`src/tacf_pkg.sv`:
```
// Shared types, register indexes and arithmetic constants of the two-axis complementary filter.
package tacf_pkg;

   localparam int DATA_W     = 16;
   localparam int GAIN_W     = 7;
   localparam int ST_W       = 10;
   localparam int CLIP_W     = 2;
   localparam int CSR_IDX_W  = 3;
   localparam int CSR_DATA_W = 10;

   // shared multiplier: magnitude operand, constant/gain operand, product
   localparam int MUL_A_W = 29;
   localparam int MUL_B_W = 30;
   localparam int PROD_W  = MUL_A_W + MUL_B_W;

   localparam int MAG_W   = 23;
   localparam int INNER_W = MAG_W + 1;
   localparam int HPT_W   = MAG_W + 1;
   localparam int SUM_W   = MUL_A_W + 2;
   localparam int LP100_W = 14;

   // reciprocal constants: floor(m / d) == (m * C) >> SHIFT for the magnitude ranges used
   localparam int                 C10_SHIFT  = 28;
   localparam logic [MUL_B_W-1:0] C10_RECIP  = 30'd26843546;
   localparam int                 C100_SHIFT = 36;
   localparam logic [MUL_B_W-1:0] C100_RECIP = 30'd687194768;
   localparam logic [LP100_W-1:0] LP_SCALE   = 14'd100;

   localparam logic signed [DATA_W-1:0] SAT_MAX = 16'sh7FFF;
   localparam logic signed [DATA_W-1:0] SAT_MIN = 16'sh8000;

   localparam logic [CLIP_W-1:0] CLIP_NONE = 2'd0;
   localparam logic [CLIP_W-1:0] CLIP_HIGH = 2'd1;
   localparam logic [CLIP_W-1:0] CLIP_LOW  = 2'd2;

   localparam logic [CSR_IDX_W-1:0] CSR_ROLL_LP_GAIN  = 3'd0;
   localparam logic [CSR_IDX_W-1:0] CSR_ROLL_HP_GAIN  = 3'd1;
   localparam logic [CSR_IDX_W-1:0] CSR_PITCH_LP_GAIN = 3'd2;
   localparam logic [CSR_IDX_W-1:0] CSR_PITCH_HP_GAIN = 3'd3;
   localparam logic [CSR_IDX_W-1:0] CSR_SAMPLE_TIME   = 3'd4;

   localparam logic [GAIN_W-1:0] LP_GAIN_RESET     = 7'd2;
   localparam logic [GAIN_W-1:0] HP_GAIN_RESET     = 7'd98;
   localparam logic [ST_W-1:0]   SAMPLE_TIME_RESET = 10'd1;

   typedef struct packed {
      logic signed [DATA_W-1:0] accel_x;
      logic signed [DATA_W-1:0] accel_y;
      logic signed [DATA_W-1:0] rate_roll;
      logic signed [DATA_W-1:0] rate_pitch;
   } req_type;

   typedef struct packed {
      logic signed [DATA_W-1:0] angle_roll;
      logic signed [DATA_W-1:0] angle_pitch;
      logic [CLIP_W-1:0]        clip_roll;
      logic [CLIP_W-1:0]        clip_pitch;
   } rsp_type;

   typedef enum logic [3:0] {
      LS_IDLE,
      LS_RATE,
      LS_DIV10,
      LS_INNER,
      LS_HP,
      LS_DIV100,
      LS_LP,
      LS_DIVG,
      LS_SUM,
      LS_DONE
   } lane_state_type;

   typedef struct packed {
      logic                     ready;
      logic                     done;
      logic signed [DATA_W-1:0] angle;
      logic [CLIP_W-1:0]        clip;
   } lane_out_type;

endpackage

```
`src/two_axis_complementary_filter_top.sv`:
```
// Top level of the two-axis complementary filter: control registers, two axis lanes, merge.
//
//   channel  direction  handshake              payload
//   req      in         req_valid / req_ready  req_data  (accel x/y, roll/pitch rate)
//   rsp      out        rsp_valid / rsp_ready  rsp_data  (roll/pitch angle, clip flags)
//   csr      in         csr_valid / csr_ready  csr_index, csr_wdata
//
// Each lane runs eight sequencer steps on its one multiplier; a new transaction is taken only
// while both lanes are idle or are handing their finished results to the registered response.
// Synchronous reset loads the default gains and sample time and zeroes both angles.
// A stalled rsp holds the finished lanes; req_ready stays low until they hand over.
// csr writes are taken in every cycle.
module two_axis_complementary_filter_top #(
   parameter int GRAVITY_SCALE = 98
) (
   input  logic                                clock,
   input  logic                                reset,
   input  logic                                req_valid,
   output logic                                req_ready,
   input  tacf_pkg::req_type                   req_data,
   output logic                                rsp_valid,
   input  logic                                rsp_ready,
   output tacf_pkg::rsp_type                   rsp_data,
   input  logic                                csr_valid,
   output logic                                csr_ready,
   input  logic [tacf_pkg::CSR_IDX_W-1:0]      csr_index,
   input  logic [tacf_pkg::CSR_DATA_W-1:0]     csr_wdata
);
   import tacf_pkg::*;

   logic [GAIN_W-1:0] roll_lp_ff, roll_lp_in;
   logic [GAIN_W-1:0] roll_hp_ff, roll_hp_in;
   logic [GAIN_W-1:0] pitch_lp_ff, pitch_lp_in;
   logic [GAIN_W-1:0] pitch_hp_ff, pitch_hp_in;
   logic [ST_W-1:0]   sample_time_ff, sample_time_in;

   logic signed [DATA_W-1:0] roll_accel;
   logic                     start;
   logic                     take;
   lane_out_type             roll_out;
   lane_out_type             pitch_out;

   assign csr_ready = 1'b1;

   always_comb begin
      roll_lp_in     = roll_lp_ff;
      roll_hp_in     = roll_hp_ff;
      pitch_lp_in    = pitch_lp_ff;
      pitch_hp_in    = pitch_hp_ff;
      sample_time_in = sample_time_ff;
      if (csr_valid) begin
         case (csr_index)
            CSR_ROLL_LP_GAIN:  roll_lp_in     = csr_wdata[GAIN_W-1:0];
            CSR_ROLL_HP_GAIN:  roll_hp_in     = csr_wdata[GAIN_W-1:0];
            CSR_PITCH_LP_GAIN: pitch_lp_in    = csr_wdata[GAIN_W-1:0];
            CSR_PITCH_HP_GAIN: pitch_hp_in    = csr_wdata[GAIN_W-1:0];
            CSR_SAMPLE_TIME:   sample_time_in = csr_wdata[ST_W-1:0];
            default: begin
            end
         endcase
      end
   end

   always_ff @(posedge clock) begin
      if (reset) begin
         roll_lp_ff     <= LP_GAIN_RESET;
         roll_hp_ff     <= HP_GAIN_RESET;
         pitch_lp_ff    <= LP_GAIN_RESET;
         pitch_hp_ff    <= HP_GAIN_RESET;
         sample_time_ff <= SAMPLE_TIME_RESET;
      end else begin
         roll_lp_ff     <= roll_lp_in;
         roll_hp_ff     <= roll_hp_in;
         pitch_lp_ff    <= pitch_lp_in;
         pitch_hp_ff    <= pitch_hp_in;
         sample_time_ff <= sample_time_in;
      end
   end

   // negate Y for roll, saturating the most negative code
   assign roll_accel = (req_data.accel_y == SAT_MIN) ? SAT_MAX : -req_data.accel_y;

   assign req_ready = roll_out.ready && pitch_out.ready;
   assign start     = req_valid && req_ready;

   tacf_lane #(
      .GRAVITY_SCALE (GRAVITY_SCALE)
   ) u_roll_lane (
      .clock       (clock),
      .reset       (reset),
      .start       (start),
      .take        (take),
      .accel       (roll_accel),
      .rate        (req_data.rate_roll),
      .lp_gain     (roll_lp_ff),
      .hp_gain     (roll_hp_ff),
      .sample_time (sample_time_ff),
      .lane_out    (roll_out)
   );

   tacf_lane #(
      .GRAVITY_SCALE (GRAVITY_SCALE)
   ) u_pitch_lane (
      .clock       (clock),
      .reset       (reset),
      .start       (start),
      .take        (take),
      .accel       (req_data.accel_x),
      .rate        (req_data.rate_pitch),
      .lp_gain     (pitch_lp_ff),
      .hp_gain     (pitch_hp_ff),
      .sample_time (sample_time_ff),
      .lane_out    (pitch_out)
   );

   tacf_merge u_merge (
      .clock     (clock),
      .reset     (reset),
      .roll_out  (roll_out),
      .pitch_out (pitch_out),
      .rsp_ready (rsp_ready),
      .take      (take),
      .rsp_valid (rsp_valid),
      .rsp_data  (rsp_data)
   );

   a_lanes_lockstep: assert property (@(posedge clock) disable iff (reset)
      (roll_out.done == pitch_out.done) && (roll_out.ready == pitch_out.ready))
      else $error("axis lanes out of step");

   a_busy_after_accept: assert property (@(posedge clock) disable iff (reset)
      (req_valid && req_ready) |=> !req_ready)
      else $error("lanes ready again right after a transaction");

   a_take_fills_output: assert property (@(posedge clock) disable iff (reset)
      take |=> rsp_valid)
      else $error("lane handoff did not produce a response");

endmodule

```
`src/tacf_lane.sv`:
```
// One axis lane: eight-step sequencer around a shared multiplier, holds the axis angle.
module tacf_lane #(
   parameter int GRAVITY_SCALE = 98
) (
   input  logic                                clock,
   input  logic                                reset,
   input  logic                                start,
   input  logic                                take,
   input  logic signed [tacf_pkg::DATA_W-1:0]  accel,
   input  logic signed [tacf_pkg::DATA_W-1:0]  rate,
   input  logic [tacf_pkg::GAIN_W-1:0]         lp_gain,
   input  logic [tacf_pkg::GAIN_W-1:0]         hp_gain,
   input  logic [tacf_pkg::ST_W-1:0]           sample_time,
   output tacf_pkg::lane_out_type              lane_out
);
   import tacf_pkg::*;

   localparam int GS_SHIFT = MUL_A_W + $clog2(GRAVITY_SCALE);
   localparam logic [63:0] GS_RECIP_WIDE =
      ((64'd1 << GS_SHIFT) + 64'(GRAVITY_SCALE) - 64'd1) / 64'(GRAVITY_SCALE);
   localparam logic [MUL_B_W-1:0] GS_RECIP = GS_RECIP_WIDE[MUL_B_W-1:0];

   lane_state_type state_ff, state_in;

   logic signed [DATA_W-1:0] accel_ff, accel_in;
   logic signed [DATA_W-1:0] rate_ff, rate_in;
   logic [LP100_W-1:0]       lp100_ff, lp100_in;
   logic [PROD_W-1:0]        prod_ff, prod_in;
   logic                     sign_ff, sign_in;
   logic [MAG_W-1:0]         mag_ff, mag_in;
   logic signed [HPT_W-1:0]  hpt_ff, hpt_in;
   logic signed [DATA_W-1:0] angle_ff, angle_in;
   logic [CLIP_W-1:0]        clip_ff, clip_in;

   logic [MUL_A_W-1:0]        mul_a;
   logic [MUL_B_W-1:0]        mul_b;
   logic [DATA_W-1:0]         rate_mag;
   logic [DATA_W-1:0]         accel_mag;
   logic [MAG_W-1:0]          quot10;
   logic [MAG_W-1:0]          quot100;
   logic signed [INNER_W-1:0] inner;
   logic signed [INNER_W-1:0] inner_abs;
   logic [PROD_W-1:0]         lp_shift;
   logic signed [SUM_W-1:0]   lpt;
   logic signed [SUM_W-1:0]   sum;

   assign prod_in = PROD_W'(mul_a) * PROD_W'(mul_b);

   always_comb begin
      state_in = state_ff;
      case (state_ff)
         LS_IDLE:   if (start) state_in = LS_RATE;
         LS_RATE:   state_in = LS_DIV10;
         LS_DIV10:  state_in = LS_INNER;
         LS_INNER:  state_in = LS_HP;
         LS_HP:     state_in = LS_DIV100;
         LS_DIV100: state_in = LS_LP;
         LS_LP:     state_in = LS_DIVG;
         LS_DIVG:   state_in = LS_SUM;
         LS_SUM:    state_in = LS_DONE;
         LS_DONE: begin
            if (start) state_in = LS_RATE;
            else if (take) state_in = LS_IDLE;
         end
         default:   state_in = LS_IDLE;
      endcase
   end

   always_comb begin
      accel_in = accel_ff;
      rate_in  = rate_ff;
      lp100_in = lp100_ff;
      sign_in  = sign_ff;
      mag_in   = mag_ff;
      hpt_in   = hpt_ff;
      angle_in = angle_ff;
      clip_in  = clip_ff;
      mul_a    = '0;
      mul_b    = '0;

      rate_mag  = rate_ff[DATA_W-1] ? DATA_W'(-rate_ff) : DATA_W'(rate_ff);
      accel_mag = accel_ff[DATA_W-1] ? DATA_W'(-accel_ff) : DATA_W'(accel_ff);
      quot10    = prod_ff[C10_SHIFT +: MAG_W];
      quot100   = prod_ff[C100_SHIFT +: MAG_W];
      inner     = (sign_ff ? -$signed({1'b0, quot10}) : $signed({1'b0, quot10}))
                  + INNER_W'(angle_ff);
      inner_abs = inner[INNER_W-1] ? -inner : inner;
      lp_shift  = prod_ff >> GS_SHIFT;
      lpt       = sign_ff ? -$signed({2'b0, lp_shift[MUL_A_W-1:0]})
                          :  $signed({2'b0, lp_shift[MUL_A_W-1:0]});
      sum       = SUM_W'(hpt_ff) + lpt;

      lane_out.ready = (state_ff == LS_IDLE) || ((state_ff == LS_DONE) && take);
      lane_out.done  = (state_ff == LS_DONE);
      lane_out.angle = angle_ff;
      lane_out.clip  = clip_ff;

      if (start) begin
         accel_in = accel;
         rate_in  = rate;
      end

      case (state_ff)
         LS_RATE: begin
            mul_a    = MUL_A_W'(rate_mag);
            mul_b    = MUL_B_W'(sample_time);
            sign_in  = rate_ff[DATA_W-1];
            lp100_in = LP100_W'(lp_gain) * LP_SCALE;
         end
         LS_DIV10: begin
            mul_a = prod_ff[MUL_A_W-1:0];
            mul_b = C10_RECIP;
         end
         LS_INNER: begin
            sign_in = inner[INNER_W-1];
            mag_in  = inner_abs[MAG_W-1:0];
         end
         LS_HP: begin
            mul_a = MUL_A_W'(mag_ff);
            mul_b = MUL_B_W'(hp_gain);
         end
         LS_DIV100: begin
            mul_a = prod_ff[MUL_A_W-1:0];
            mul_b = C100_RECIP;
         end
         LS_LP: begin
            hpt_in  = sign_ff ? -$signed({1'b0, quot100}) : $signed({1'b0, quot100});
            mul_a   = MUL_A_W'(accel_mag);
            mul_b   = MUL_B_W'(lp100_ff);
            sign_in = accel_ff[DATA_W-1];
         end
         LS_DIVG: begin
            mul_a = prod_ff[MUL_A_W-1:0];
            mul_b = GS_RECIP;
         end
         LS_SUM: begin
            if (sum > SUM_W'(SAT_MAX)) begin
               angle_in = SAT_MAX;
               clip_in  = CLIP_HIGH;
            end else if (sum < SUM_W'(SAT_MIN)) begin
               angle_in = SAT_MIN;
               clip_in  = CLIP_LOW;
            end else begin
               angle_in = sum[DATA_W-1:0];
               clip_in  = CLIP_NONE;
            end
         end
         default: begin
         end
      endcase
   end

   always_ff @(posedge clock) begin
      if (reset) begin
         state_ff <= LS_IDLE;
         angle_ff <= '0;
         clip_ff  <= CLIP_NONE;
      end else begin
         state_ff <= state_in;
         angle_ff <= angle_in;
         clip_ff  <= clip_in;
      end
   end

   always_ff @(posedge clock) begin
      accel_ff <= accel_in;
      rate_ff  <= rate_in;
      lp100_ff <= lp100_in;
      prod_ff  <= prod_in;
      sign_ff  <= sign_in;
      mag_ff   <= mag_in;
      hpt_ff   <= hpt_in;
   end

endmodule

```
`src/tacf_merge.sv`:
```
// Merge stage: joins both lane results into the registered response transaction.
module tacf_merge (
   input  logic                    clock,
   input  logic                    reset,
   input  tacf_pkg::lane_out_type  roll_out,
   input  tacf_pkg::lane_out_type  pitch_out,
   input  logic                    rsp_ready,
   output logic                    take,
   output logic                    rsp_valid,
   output tacf_pkg::rsp_type       rsp_data
);
   import tacf_pkg::*;

   logic    rsp_valid_ff, rsp_valid_in;
   rsp_type rsp_data_ff, rsp_data_in;

   always_comb begin
      take         = roll_out.done && pitch_out.done && (!rsp_valid_ff || rsp_ready);
      rsp_valid_in = rsp_valid_ff && !rsp_ready;
      rsp_data_in  = rsp_data_ff;
      if (take) begin
         rsp_valid_in            = 1'b1;
         rsp_data_in.angle_roll  = roll_out.angle;
         rsp_data_in.angle_pitch = pitch_out.angle;
         rsp_data_in.clip_roll   = roll_out.clip;
         rsp_data_in.clip_pitch  = pitch_out.clip;
      end
   end

   always_ff @(posedge clock) begin
      if (reset) begin
         rsp_valid_ff <= 1'b0;
      end else begin
         rsp_valid_ff <= rsp_valid_in;
      end
   end

   always_ff @(posedge clock) begin
      rsp_data_ff <= rsp_data_in;
   end

   assign rsp_valid = rsp_valid_ff;
   assign rsp_data  = rsp_data_ff;

endmodule
```
`config.mk`:
```
export PLATFORM = sky130hd
export DESIGN_NAME = two_axis_complementary_filter_top
export DESIGN_NICKNAME = d
export VERILOG_FILES = /design/src/tacf_pkg.sv /design/src/two_axis_complementary_filter_top.sv /design/src/tacf_lane.sv /design/src/tacf_merge.sv
export SDC_FILE = /design/constraint.sdc
export NUM_CORES = 2
export LEC_CHECK = 0
export BUFFER_PORTS_ARGS = -buffer_cell sky130_fd_sc_hd__buf_2
export CAP_MARGIN = 20
export CELL_PAD_IN_SITES_DETAIL_PLACEMENT = 2
export CELL_PAD_IN_SITES_GLOBAL_PLACEMENT = 2
export CORE_MARGIN = 3
export CORE_UTILIZATION = 31
export CTS_CLUSTER_DIAMETER = 40
export DETAILED_ROUTE_END_ITERATION = 7
export PLACE_DENSITY_LB_ADDON = 0.1
export SYNTH_ARGS = -nofsm -noshare
export SYNTH_HDL_FRONTEND = slang
export SYNTH_SLANG_ARGS = --single-unit
export TNS_END_PERCENT = 10
```
`constraint.sdc`:
```
create_clock -name clock -period 27.6 [get_ports clock]
set_clock_uncertainty 0.15 [all_clocks]
set_input_delay 1.38 -clock clock [delete_from_list [all_inputs] [get_ports clock]]
set_output_delay 1.38 -clock clock [all_outputs]
set_load 0.02 [all_outputs]
```
### Yosys cells after proc, flatten, opt, wreduce, memory -nomap -nowiden

Index checks and enable logic that the tools add are counted.

* output and inout bits: 39
* logic and storage cells: 142
* bits of input ports: 82
* flip-flop bits (word level): 421

* reduce and logical (&&, ||, !) cells: 26
* order comparisons: 4
* muxes and demuxes: 32
* $mul: 4
* eq/ne operators: 27
* add/sub/neg operators: 17

Operators by type and width (count)
* $pmux 30 s6: 2
* $pmux 29 s4: 2
* $mux 16: 8
* $mul 29x30->59: 2
* $neg 23->24: 4
* $mux 23: 4
* $neg 16->16: 5
* $pmux 4 s10: 2
* $add 24x31->31: 2
* $gt 31x16->1 const B: 2
* $lt 31x16->1 const B: 2
* $mux 31: 2
* $neg 23->31: 2
* $add 24x16->24: 2
* $mux 24: 2
* $neg 23->23: 2
* $eq 4x3->1 const B: 8
* $mul 7x5->12 const B: 2
* $eq 16x16->1 const B: 1
* $eq 4x2->1 const B: 4
* $eq 4x4->1 const B: 4
* $reduce_and 2->1: 7
* $mux 4: 3
* $eq 4x1->1 const B: 2
* 15 further kinds: 34

### Depth between registers and ports, before layout

* depth after elaboration: 9
* mapped depth: 40
* depth with buffers taken out: 38

### By module

A second synthesis with hierarchy kept.

* cell total of the unflattened synthesis: 8044
* area total of the unflattened synthesis: 74266.2 sq um

Modules (own cells, without submodules)
* tacf_lane at u_roll_lane: cells an instance 3898, sequential area each 4384.2 sq um, instances 1, area each 35713.0 sq um
* tacf_lane at u_pitch_lane: cells an instance 3880, sequential area each 4384.2 sq um, instances 1, area each 35585.4 sq um
* two_axis_complementary_filter_top: cells an instance 225, sequential area each 760.7 sq um, instances 1, area each 1824.2 sq um
* tacf_merge: cells an instance 41, sequential area each 1101.1 sq um, instances 1, area each 1143.6 sq um

### Worst setup path before layout

OpenSTA, ideal clock, no wires.

* kind: flip-flop to flip-flop
* from: register u_roll_lane.state_ff[2]
* to: register u_roll_lane.prod_ff[55]
* path buffers: 4
* data required time: 27.344 ns
* arrival: 9.638 ns
* library setup time: 0.106 ns
* path slack: 17.706 ns
* clock period less this slack: 9.894 ns
* cell stages (with the launch flop): 36
* cell sequence: dfxtp_1 > clkbuf_1 > nand2b_1 > or2_2 > clkbuf_1 > clkinv_1 > clkbuf_1 > buf_1 > a21oi_1 > nor2_1 > fa_1 > fa_1 > fa_1 > inv_1 > fa_1 > inv_1 > fa_1 > inv_1 > fa_1 > inv_1 > fa_1 > inv_1 > fa_1 > inv_1 > ha_1 > nand2_1 > or3_1 > nor2_1 > o21ai_0 > nand4_1 > a31oi_1 > o21a_1 > o31ai_1 > a31oi_1 > o21a_1 > o311ai_0

* longest elaborated chain between the ends: 4
* elaborated cells on any way between the ends: 10
* those cells by class: mul (1); eq/ne (6); mux (2); reduce/logical (1)

Ends and longest elaborated chain
* start: declaration: RTL line tacf_lane.sv:23 `lane_state_type state_ff, state_in;`
* start signal: assignment: RTL line tacf_lane.sv:159 `state_ff <= state_in;`
* $eq 4x2->1 / $eq 4x3->1 (equally long branches): RTL line tacf_lane.sv:103 `case (state_ff)`
* $reduce_or 3->1 (no source line)
* $pmux 29 s4: RTL line tacf_lane.sv:103
* $mul 29x30->59 (*): RTL line tacf_lane.sv:47 `assign prod_in = PROD_W'(mul_a) * PROD_W'(mul_b);`
* via u_roll_lane.prod_in[55]: RTL line tacf_lane.sv:28 `logic [PROD_W-1:0] prod_ff, prod_in;`
* end signal: assignment: RTL line tacf_lane.sv:169 `prod_ff <= prod_in;`
* end: declaration: RTL line tacf_lane.sv:28

Mark *: on every way through the listed nets, which the timed path passes. The rest lies on a longest branch.
A chain may end at the register's enable or synchronous reset.

### Worst setup path after layout

* from: register u_roll_lane.state_ff[1]
* to: register u_roll_lane.prod_ff[55]

The elaborated chain is that of the path after synthesis.

==> results.cfg <==
[grt]
grt_usage_pct = 24.9
antenna_found_initial = 12
grt_overflow = 0
grt_max_degree = 66
grt_pass1_vias = 65662
grt_pass1_wl_um = 448000

[timing]
hold_viol = 0
finalCritPeriodShare_pct = 44.0
finalCriticalPeriod_ps = 12130
rsz0062_at_grt = false
worstMarginPinSlew_ps = 1220
slew_headroom_pct = 17.9
timing.hold.ws_ps = 276
setup_violations = 0
slew_violations = 0
max_freq_mhz = 82.4
tns_ps = 0

[detailed_routing]
drc = 0
viasPerCell = 4.96
route.vias.total = 56518
drtIter0Drc = 2666
met3WireLength_um = 7070
drt-met1-wl_um = 130000
wl_per_cell_um = 26.4
maxUsedRoutingLayer = met5
first_pass_iters = 5
final_antenna_net_count = 0
routed_wl_um = 300000
met2WireLength_um = 151000

[floorplan]
core_mm2 = 0.236
die_y_um = 495
dieArea_mm2 = 0.245
rows = 178
fp.dieW_um = 495
ios = 121
start_util_pct = 31.3

[clock_tree]
clk_pin_slew_ps = 50
insertion_delay_ps = 800
clockRootBuffer = clkbuf_16
hold_buffers = 0
postCtsSetupBuffers = 0
cts_buffer_depth = 3
cts-resized-gates = 0
htree_levels = 3
cts_tree = done
cts_buffers = 109
cts.sinks = 421

[min_path]
holdCritPathClass = reg2reg
hold_depth = 0

[yosys]
ys_top_cells_by_count = 1759 x inv_1, 1340 x fa_1, 787 x nand2_1
synth_seq_cells = 421
synth.avg_cell_area_um2 = 9.26
yosys_warnings = 0
synth_cells = 7988
synth_top_area_share_pct = 36.2
synth_top_area_cell = fa_1
synth_cell_types = 101
synthArstFlopShare_pct = 0
synth_most_common_cell = inv_1
synth_area_mm2 = 0.0740
synth_ff_type = edfxtp_1
ys_top_cells_by_area = fa_1 36%, ha_1 12%, edfxtp_1 8.9%
synth_edf_count = 220
ys_seq_area_share_pct = 14.4

[layout]
syn_to_final_growth_pct = 11.9
layout.nets = 10285
drive_above_1_share_pct = 6.70
design_area_mm2 = 0.0828

[place]
gp_congestion = 0.886
place_area_mm2 = 0.0789
portBuffers = 119
place_hpwl_um = 258000

[critical_path]
critPathMaxStageDelay_ps = 840
path_depth = 33
cp_top_family = adder cells
ff2ff_path_depth = 33
path_class = reg2reg
startpoint_type = flip-flop
crit_arrival_ps = 12640
path_max_fanout = 57
crit_buf_inv = 8
cp-end-kind = flip-flop
crit_required_ps = 28110
worst_path_most_repeated_cell = fa_1
cpMaxStageDelayCell = nor4_1

[power]
ir_worst_vdd_mv = 0.0575
power_mw = 6.13
p_per_area_mw_per_mm2 = 74.0
p_leak_nw = 41.0

[flow_run]
maxCapViolations = 0

[outcome]
status = finished clean
[worst reg2reg max path: cells and delay by family, from the launching register on]
| kind | cells | cell delay [ps] |
|---|---|---|
| and+or+nand+nor | 6 | 2670 |
| adders and majority gates | 9 | 4220 |
| buffers and inverters | 8 | 1650 |
| DFF | 1 | 310 |
| AOI/OAI and AO/OA | 10 | 3010 |
[state kept, by name (all words and copies together) (netlist names), 23 cells and up]
signal	flops
u_merge.rsp_data	36
u_roll_lane.hpt_ff	24
u_roll_lane.mag_ff	23
u_pitch_lane.hpt_ff	24
u_pitch_lane.mag_ff	23
u_pitch_lane.prod_ff	59
u_roll_lane.prod_ff	59
[metal layers]
metal / vias to the layer above / global-route usage (%)
li1: 25287 / -
met1: 30094 / 31.9
met2: 793 / 43.9
met3: 342 / 1.94
met4: 2 / 8.28
met5: - / 0
[path summary, 6_finish.rpt]
| check | from | endpoint | slack [ps] |
|---|---|---|---|
| hold reg to reg | u_roll_lane.clip_ff[1]$_SDFFE_PP0P_ | u_merge.rsp_data[3]$_DFFE_PP_ | 280 |
| setup / recovery | u_roll_lane.state_ff[1]$_SDFFE_PP0P_ | u_roll_lane.prod_ff[55]$_DFF_P_ | 15470 |
| setup reg to reg | u_roll_lane.state_ff[1]$_SDFFE_PP0P_ | u_roll_lane.prod_ff[55]$_DFF_P_ | 15470 |
| hold / removal | u_roll_lane.clip_ff[1]$_SDFFE_PP0P_ | u_merge.rsp_data[3]$_DFFE_PP_ | 280 |
[kinds of logic after synthesis]
logic type | Yosys count | share of synthesized area [%]
and+or+nand+nor | 2069 | 12.7
adders and majority gates | 2059 | 48.4
muxes | 19 | 0.260
xor gates and xnor gates | 408 | 4.87
DFF | 421 | 14.4
other | 2 | 0.0101
AOI/OAI and AO/OA | 999 | 9.09
buffers and inverters | 2011 | 10.3
[placed cells by master, fill, tap and decap left out, types with 17 or more instances in the layout]
| cell | netlist | layout |
|---|---|---|
| edfxtp_1 | 220 | 220 |
| buf_2 | 3 | 119 |
| a31oi_1 | 35 | 35 |
| o21ai_0 | 169 | 169 |
| clkbuf_16 | 0 | 110 |
| conb_1 | 2 | 65 |
| nor4_1 | 22 | 22 |
| and3_1 | 61 | 61 |
| ha_1 | 719 | 719 |
| nand3_1 | 72 | 72 |
| or2_2 | 34 | 34 |
| dfxtp_1 | 201 | 199 |
| xor2_1 | 142 | 142 |
| a211oi_1 | 38 | 32 |
| and2_1 | 127 | 126 |
| o21bai_1 | 40 | 40 |
| o21a_1 | 37 | 37 |
| a21oi_1 | 278 | 277 |
| clkinv_4 | 0 | 18 |
| xnor2_1 | 262 | 262 |
| o31ai_1 | 42 | 42 |
| nor2_1 | 605 | 598 |
| inv_1 | 1759 | 1757 |
| or3_1 | 75 | 75 |
| nor2b_1 | 43 | 43 |
| nand4_1 | 39 | 39 |
| nand2_1 | 787 | 787 |
| nor3_1 | 63 | 56 |
| buf_4 | 3 | 108 |
| o211ai_1 | 24 | 24 |
| nand2b_1 | 72 | 72 |
| a21o_1 | 146 | 146 |
| fa_1 | 1340 | 1340 |
| mux2i_1 | 17 | 17 |
[power breakdown]
| part | switching (mW) | leakage [nW] | internal [mW] |
|---|---|---|---|
| Clock | 0.487 | 1.87 | 0.874 |
| Sequential | 0.158 | 3.66 | 0.830 |
| Combinational | 2.51 | 35.4 | 1.27 |
| Total | 3.16 | 41.0 | 2.98 |
[cell type report]
cell class | instances | area (um2)
clock inverter | 82 | 1080
clock buffer | 125 | 2860
fill | 26082 | 153000
sequential | 421 | 10600
inverter | 1762 | 6610
multi-input combinational | 5619 | 56200
antenna | 4 | 10.0
tap | 3150 | 3940
timing repair buffer | 231 | 1470
[through the flow]
stage	worst slack, ps	std cells	utilization (%)
4_1_cts	15390	11387	35.0
3_5_place_dp	15490	11180	33.4
6_report	15470	11394	35.1
3_3_place_gp	15040	11176	33.3
2_1_floorplan	17710	8051	-
5_1_grt	14770	11391	35.1
(Power assumes the default switching activity.)
